$ cat config.mk
export PLATFORM = sky130hd
export DESIGN_NAME = actr_queue
export DESIGN_NICKNAME = d
export VERILOG_FILES = /design/src/rtl/actr_pkg.sv /design/src/rtl/actr_queue.sv
export SDC_FILE = /design/constraint.sdc
export NUM_CORES = 1
export LEC_CHECK = 0
export ABC_AREA = 1
export BUFFER_PORTS_ARGS = -buffer_cell sky130_fd_sc_hd__buf_4
export CELL_PAD_IN_SITES_DETAIL_PLACEMENT = 0
export CELL_PAD_IN_SITES_GLOBAL_PLACEMENT = 2
export CORE_ASPECT_RATIO = 1.2
export CORE_MARGIN = 4
export CORE_UTILIZATION = 41
export DETAILED_ROUTE_END_ITERATION = 10
export HOLD_SLACK_MARGIN = 0.15
export PLACE_DENSITY = 0.86
export SLEW_MARGIN = 10
export SYNTH_ARGS = -nofsm -noshare
export SYNTH_HDL_FRONTEND = slang
export SYNTH_SLANG_ARGS = --single-unit
$ cat constraint.sdc
create_clock -name i_clk -period 9.2 [get_ports i_clk]
set_clock_uncertainty 0.15 [all_clocks]
set_input_delay 0 -clock i_clk [delete_from_list [all_inputs] [get_ports i_clk]]
set_output_delay 0 -clock i_clk [all_outputs]
set_load 0.05 [all_outputs]
$ cat src/rtl/actr_pkg.sv
`default_nettype none
package actr_pkg;

    localparam int KeyWidth  = 64;
    localparam int CfgAddrW  = 1;
    localparam int QueueDepth = 4;

    localparam logic [CfgAddrW-1:0] RegKeyHigh = 1'b0;
    localparam logic [CfgAddrW-1:0] RegKeyLow  = 1'b1;

    typedef struct packed {
        logic [7:0]  data_byte;
        logic [31:0] pkt_num;
        logic [31:0] src_node;
        logic        first;
        logic        last;
    } t_in_word;

    typedef struct packed {
        logic [7:0] data_out;
        logic       last_out;
    } t_out_word;

    // queue entry between front and back
    typedef struct packed {
        logic [7:0]  data_byte;
        logic        last;
        logic        new_block;
        logic [3:0]  pos;
        logic [127:0] ctr;
    } t_job;

    function automatic logic [7:0] sbox(input logic [7:0] a);
        logic [7:0] t [256];
        t = '{
        8'h63,8'h7c,8'h77,8'h7b,8'hf2,8'h6b,8'h6f,8'hc5,8'h30,8'h01,8'h67,8'h2b,8'hfe,8'hd7,8'hab,8'h76,
        8'hca,8'h82,8'hc9,8'h7d,8'hfa,8'h59,8'h47,8'hf0,8'had,8'hd4,8'ha2,8'haf,8'h9c,8'ha4,8'h72,8'hc0,
        8'hb7,8'hfd,8'h93,8'h26,8'h36,8'h3f,8'hf7,8'hcc,8'h34,8'ha5,8'he5,8'hf1,8'h71,8'hd8,8'h31,8'h15,
        8'h04,8'hc7,8'h23,8'hc3,8'h18,8'h96,8'h05,8'h9a,8'h07,8'h12,8'h80,8'he2,8'heb,8'h27,8'hb2,8'h75,
        8'h09,8'h83,8'h2c,8'h1a,8'h1b,8'h6e,8'h5a,8'ha0,8'h52,8'h3b,8'hd6,8'hb3,8'h29,8'he3,8'h2f,8'h84,
        8'h53,8'hd1,8'h00,8'hed,8'h20,8'hfc,8'hb1,8'h5b,8'h6a,8'hcb,8'hbe,8'h39,8'h4a,8'h4c,8'h58,8'hcf,
        8'hd0,8'hef,8'haa,8'hfb,8'h43,8'h4d,8'h33,8'h85,8'h45,8'hf9,8'h02,8'h7f,8'h50,8'h3c,8'h9f,8'ha8,
        8'h51,8'ha3,8'h40,8'h8f,8'h92,8'h9d,8'h38,8'hf5,8'hbc,8'hb6,8'hda,8'h21,8'h10,8'hff,8'hf3,8'hd2,
        8'hcd,8'h0c,8'h13,8'hec,8'h5f,8'h97,8'h44,8'h17,8'hc4,8'ha7,8'h7e,8'h3d,8'h64,8'h5d,8'h19,8'h73,
        8'h60,8'h81,8'h4f,8'hdc,8'h22,8'h2a,8'h90,8'h88,8'h46,8'hee,8'hb8,8'h14,8'hde,8'h5e,8'h0b,8'hdb,
        8'he0,8'h32,8'h3a,8'h0a,8'h49,8'h06,8'h24,8'h5c,8'hc2,8'hd3,8'hac,8'h62,8'h91,8'h95,8'he4,8'h79,
        8'he7,8'hc8,8'h37,8'h6d,8'h8d,8'hd5,8'h4e,8'ha9,8'h6c,8'h56,8'hf4,8'hea,8'h65,8'h7a,8'hae,8'h08,
        8'hba,8'h78,8'h25,8'h2e,8'h1c,8'ha6,8'hb4,8'hc6,8'he8,8'hdd,8'h74,8'h1f,8'h4b,8'hbd,8'h8b,8'h8a,
        8'h70,8'h3e,8'hb5,8'h66,8'h48,8'h03,8'hf6,8'h0e,8'h61,8'h35,8'h57,8'hb9,8'h86,8'hc1,8'h1d,8'h9e,
        8'he1,8'hf8,8'h98,8'h11,8'h69,8'hd9,8'h8e,8'h94,8'h9b,8'h1e,8'h87,8'he9,8'hce,8'h55,8'h28,8'hdf,
        8'h8c,8'ha1,8'h89,8'h0d,8'hbf,8'he6,8'h42,8'h68,8'h41,8'h99,8'h2d,8'h0f,8'hb0,8'h54,8'hbb,8'h16};
        return t[a];
    endfunction

    function automatic logic [7:0] xtime(input logic [7:0] v);
        return {v[6:0], 1'b0} ^ (v[7] ? 8'h1b : 8'h00);
    endfunction

    // byte i of a block sits in bits [127-8*i -: 8]
    function automatic logic [7:0] get_b(input logic [127:0] s, input int i);
        return s[127-8*i -: 8];
    endfunction

    // subbytes + shiftrows, optional mixcolumns
    function automatic logic [127:0] aes_round(input logic [127:0] s, input logic mix);
        logic [7:0] t [16];
        logic [7:0] a0, a1, a2, a3, al;
        logic [127:0] r;
        for (int c = 0; c < 4; c++) begin
            for (int k = 0; k < 4; k++) begin
                t[4*c+k] = sbox(get_b(s, 4*((c+k)%4)+k));
            end
        end
        if (mix) begin
            for (int c = 0; c < 4; c++) begin
                a0 = t[4*c]; a1 = t[4*c+1]; a2 = t[4*c+2]; a3 = t[4*c+3];
                al = a0 ^ a1 ^ a2 ^ a3;
                t[4*c]   = a0 ^ al ^ xtime(a0 ^ a1);
                t[4*c+1] = a1 ^ al ^ xtime(a1 ^ a2);
                t[4*c+2] = a2 ^ al ^ xtime(a2 ^ a3);
                t[4*c+3] = a3 ^ al ^ xtime(a3 ^ a0);
            end
        end
        for (int i = 0; i < 16; i++) begin
            r[127-8*i -: 8] = t[i];
        end
        return r;
    endfunction

    function automatic logic [127:0] key_step(input logic [127:0] p, input logic [7:0] rc);
        logic [31:0] w0, w1, w2, w3, tw;
        w0 = p[127:96]; w1 = p[95:64]; w2 = p[63:32]; w3 = p[31:0];
        tw = {sbox(w3[23:16]) ^ rc, sbox(w3[15:8]), sbox(w3[7:0]), sbox(w3[31:24])};
        w0 = w0 ^ tw;
        w1 = w1 ^ w0;
        w2 = w2 ^ w1;
        w3 = w3 ^ w2;
        return {w0, w1, w2, w3};
    endfunction

endpackage
`default_nettype wire

$ cat src/rtl/actr_queue.sv
`default_nettype none
module actr_queue #(
    parameter int Depth = actr_pkg::QueueDepth,
    parameter int Width = $bits(actr_pkg::t_job)
) (
    input  wire logic             i_clk,
    input  wire logic             i_rst_n,
    input  wire logic             i_push,
    input  wire logic [Width-1:0] i_data,
    output logic                  o_full,
    input  wire logic             i_pop,
    output logic                  o_empty,
    output logic [Width-1:0]      o_data
);
    localparam int AW = $clog2(Depth);
    logic [Width-1:0] r_mem [Depth];
    logic [AW-1:0] r_wr, r_rd;
    logic [AW:0]   r_cnt;
    logic          w_push, w_pop;

    assign o_full  = (r_cnt == (AW+1)'(Depth));
    assign o_empty = (r_cnt == '0);
    assign o_data  = r_mem[r_rd];
    assign w_push  = i_push && !o_full;
    assign w_pop   = i_pop && !o_empty;

    always_ff @(posedge i_clk) begin
        if (w_push) r_mem[r_wr] <= i_data;
    end

    always_ff @(posedge i_clk) begin
        if (!i_rst_n) begin
            r_wr  <= '0;
            r_rd  <= '0;
            r_cnt <= '0;
        end else begin
            if (w_push) r_wr <= (r_wr == AW'(Depth-1)) ? '0 : r_wr + 1'b1;
            if (w_pop)  r_rd <= (r_rd == AW'(Depth-1)) ? '0 : r_rd + 1'b1;
            r_cnt <= r_cnt + (AW+1)'(w_push) - (AW+1)'(w_pop);
        end
    end
endmodule
`default_nettype wire

; Word level (Yosys, flattened, before mapping)
; Memories as Yosys holds them, arrays and structs flattened. A register that Yosys moved wholly into a read port is not among the register bits.
; Index checks and enable logic that the tools add are counted.
[totals]
input_bits = 146
reg_bits = 7
wordCells = 22
output_inout_bits = 144
ramBits = 568
mem_count = 1
[op_classes]
n_addsub = 4
reduce_logical = 5
n_eq_ne = 3
muxes = 6
[mem_list]
columns = memory, depth, word_bits, rd, rd_ports_with_merged_regs, wr, line
row1 = r_mem, 4, 142, 1, 1, 1, actr_queue.sv:16  ; logic [Width-1:0] r_mem [Depth];
[op_table]
columns = cell, n
row1 = $mux 2, 4
row2 = $add 2x1->2 const B, 2
row3 = $eq 2x2->1 const B, 2
row4 = $add 3x1->3, 1
row5 = $eq 3x3->1 const B, 1
row6 = $logic_not 3->1, 1
row7 = $sub 3x1->3, 1
row8 = $logic_and 1x1->1, 2
row9 = $logic_not 1->1, 2
row10 = $mux 1, 2

; Logic depth before layout (Yosys ltp)
[logic_depth]
depth_word = 5
ltp_mapped = 11
mapped_depth_nobuf = 11

; Worst setup path before layout
; No wires, ideal clock.
[synth_path]
path_type = register to register
start = register r_cnt[1]
end = memory r_mem[0][0] (netlist bit), enable pin
setup_ps = 646
required_ps = 8404
path_slack_ps = 1853
arrival_time_ps = 6551
period_less_slack_ps = 7347
path_buffers = 0
path_stages_with_launch = 5
cell_sequence = dfxtp_1 -> nor2_1 -> nand2_1 -> nand2_1 -> nor2_1
[synth_via]
elab_chain_len = 5
[synth_lines]
columns = element, line
row1 = "start, declared", actr_queue.sv:18  ; logic [AW:0] r_cnt;
row2 = "start signal, assigned", actr_queue.sv:39  ; r_cnt <= r_cnt + (AW+1)'(w_push) - (AW+1)'(w_pop);
row3 = $eq 3x3->1, actr_queue.sv:21  ; assign o_full = (r_cnt == (AW+1)'(Depth));
row4 = $logic_not 1->1, actr_queue.sv:24  ; assign w_push = i_push && !o_full;
row5 = $logic_and 1x1->1, actr_queue.sv:24
row6 = $mux 1, actr_queue.sv:28  ; if (w_push) r_mem[r_wr] <= i_data;
row7 = $mux 1 (implied by the code), actr_queue.sv:28
row8 = "end, declared", actr_queue.sv:16
; No other way between the ends.

==> impl_metrics.ini <==
[global_routing]
grt_pass1_vias = 14184
grtUsageTotal_pct = 17.8
antenna_found_initial = 4
grt-ovfl-total = 0
grt_pass1_wl_um = 79200
grt_max_degree = 143

[detailed_routing]
vias_per_cell = 5.06
dr.first_iter.drc_count = 757
antenna_left = 0
routedWlPerCell_um = 18.9
drc = 0
totalWireLength_um = 52100
firstDrtPassIters = 5
vias = 13939

[setup_path]
cp_cell_sequence = inv_4, buf_4, o21ai_1, o22ai_1, buf_4
slowest_delay_ns = 0.77
endpoint_kind = primary output
cp_common_cell = buf_4
r2r_cells = 6
cp_slowest_cell = buf_4
cp.arrival_ns = 3.44
required_ns = 9.05
r2r_start = r_cnt[1]
path_class = reg -> out
rrSetupSlack_ns = 6.15
worst-path-buf-inv = 3
startpoint_type = register
timing.rr.end = r_mem[3][115]
cp_max_fo = 73
path_delay_family = buffers and inverters

[timing]
timing.final.crit_share_pct = 39.0
fin_crit_ns = 3.59
fin_tns_setup_ns = 0
report.final.slew_viol_count = 0
finalHoldViolations = 0
rsz0062_at_grt = no
hold_slack_ns = 0.367
setup_viol = 0
max_slew.worst_pin.slew_ns = 1.00
timing.slew.headroom_pct = 33.2
max_freq_mhz = 279

[floorplanning]
fp.dieArea_mm2 = 0.0566
start_util_pct = 41.3
die_w_um = 218
core-area_mm2 = 0.0525
die_h_um = 260
num_io_pins = 290
rows = 92

[pwr]
vdd_ir_drop_max_v = 0.000304
p_seq_share_pct = 37.7
power.leakage_nw = 10.2
p_sw_share_pct = 39.5
switchingPower_w = 0.00347
combPwrFrac_pct = 38.4
finalPower_w = 0.00880
p_int_w = 0.00533
power_density_mw_per_mm2 = 303
p_clk_share_pct = 23.9

[clock_tree]
cts.sinks = 577
clockBufferDepth = 3
ctsRootBufferMaster = clkbuf_16
clock_latency_ns = 0.58
post_cts_buffers = 0
cts_resized = 0
clk_pin_slew_worst_paths_ns = 0.06
cts_tree = done
cts_buffers = 55
h-tree-depth = 2

[placement]
gp_congestion = 0.710
dp.cells = 2358
dp_hpwl_um = 26400
port_buffers = 289

[layout]
drive_gt1_share_pct = 20.7
nets = 2156
fill_cells = 4293
final_common_cell = edfxtp_1
stdcell_count = 2753
final_cell_mix = 568 x edfxtp_1, 299 x buf_4, 292 x dlygate4sd3_1
syn_to_final_growth_pct = 33.9

[status]
status = completed

[hold_path]
hp-class = reg -> reg
hold_start = r_rd[1]
holdPathStages = 2

[synthesis]
synth_flop_cell = edfxtp_1
synthArstFlopShare_pct = 0
ys_ff_latch = 577
synthCells = 1444
synth_area_per_cell_um2 = 15.0
syn_nets = 1598
yosysSeqAreaShare_pct = 79.5
ys_warn_count = 0
synth_edf_count = 568
synth_area_mm2 = 0.0217
synth.distinct_cells = 19

[flow_run]
max_cap_viol_count = 0
[power groups by stage]
stage	logic (W)	registers (W)	clock network (W)
after floorplan	0.00231	0.00338	0
final	0.00338	0.00332	0.00210
after detailed placement	0.00330	0.00338	0
after global routing	0.00359	0.00334	0.00227
after CTS	0.00341	0.00332	0.00216
after global placement	0.00328	0.00336	0
[worst max path at each step]
stage	slack (ns)	cells past startpoint	from	endpoint
finish	5.61	5	register	o_data[36]
global route	5.28	5	register	o_data[136]
CTS	5.47	5	register	o_data[136]
detailed placement	6.08	6	r_cnt[1]	r_mem[3][112]
global placement	6.09	6	r_cnt[1]	r_mem[3][0]
floorplan	1.85	4	r_cnt[1]	r_mem[0][0]
[Yosys cell counts (all sizes together), types with 5 or more instances]
master	instances	share of area, %
edfxtp	568	79
nor2	295	5.1
o21ai	284	6.6
o22ai	142	5.2
buf	50	1.5
clkbuf	43	0.74
inv	20	0.35
nand2	14	0.24
dfxtp	9	0.83
ha	7	0.40
a21oi	5	0.12
nand3	5	0.12
[cell families after synthesis]
logic type / after synthesis / share of synthesized area [%]
flip-flops: 577 / 79.5
AO/OA/AOI/OAI: 431 / 11.9
AND/OR/NAND/NOR: 314 / 5.46
buffers and inverters: 114 / 2.65
adder cells (fa/ha/maj): 8 / 0.496
[worst reg2reg max path: cells and delay by family (launching register included)]
kind	cells	cell delay (ns)
simple gates	4	0.84
buf+inv	2	1.29
flops	1	0.36
[metal layers]
layer | share of wire, % | track usage (%)
met5 | 0.025 | 0
met2 | 51 | 30.8
met1 | 41 | 22.7
met3 | 6.3 | 4.24
met4 | 2.0 | 4.42
[timing repair]
action / in CTS / in global routing
endpoints found under the setup margin: 0 / 0
endpoints found under the hold margin: 581 / 0
hold buffers: 292 / 0
[final cells by class]
cell class	instances	area (um2)	area share [%]
flip-flops and latches	577	17200	59.4
repair buffers	594	5230	18.0
multi-input cells	753	3900	13.4
clock buffers	68	1430	4.91
well taps	705	882	3.04
clock inverters	33	250	0.862
inverters	21	88.8	0.306
diodes	2	5.00	0.0172
[per-stage QoR]
step                util, %  area (um2)  setup slack [ns]
finish                 55.3       29000              5.61
global route           55.3       29000              5.28
CTS                    55.3       29000              5.47
detailed placement     46.5       24400              6.08
global placement       46.5       24400              6.09
floorplan                 -       21700              1.85
[registers in the layout (all words and copies together) (netlist names), named ones only]
signal,flops
r_cnt,3
r_mem,568
r_rd,2
r_wr,2
Note: power is estimated with default switching activity, not from simulation.
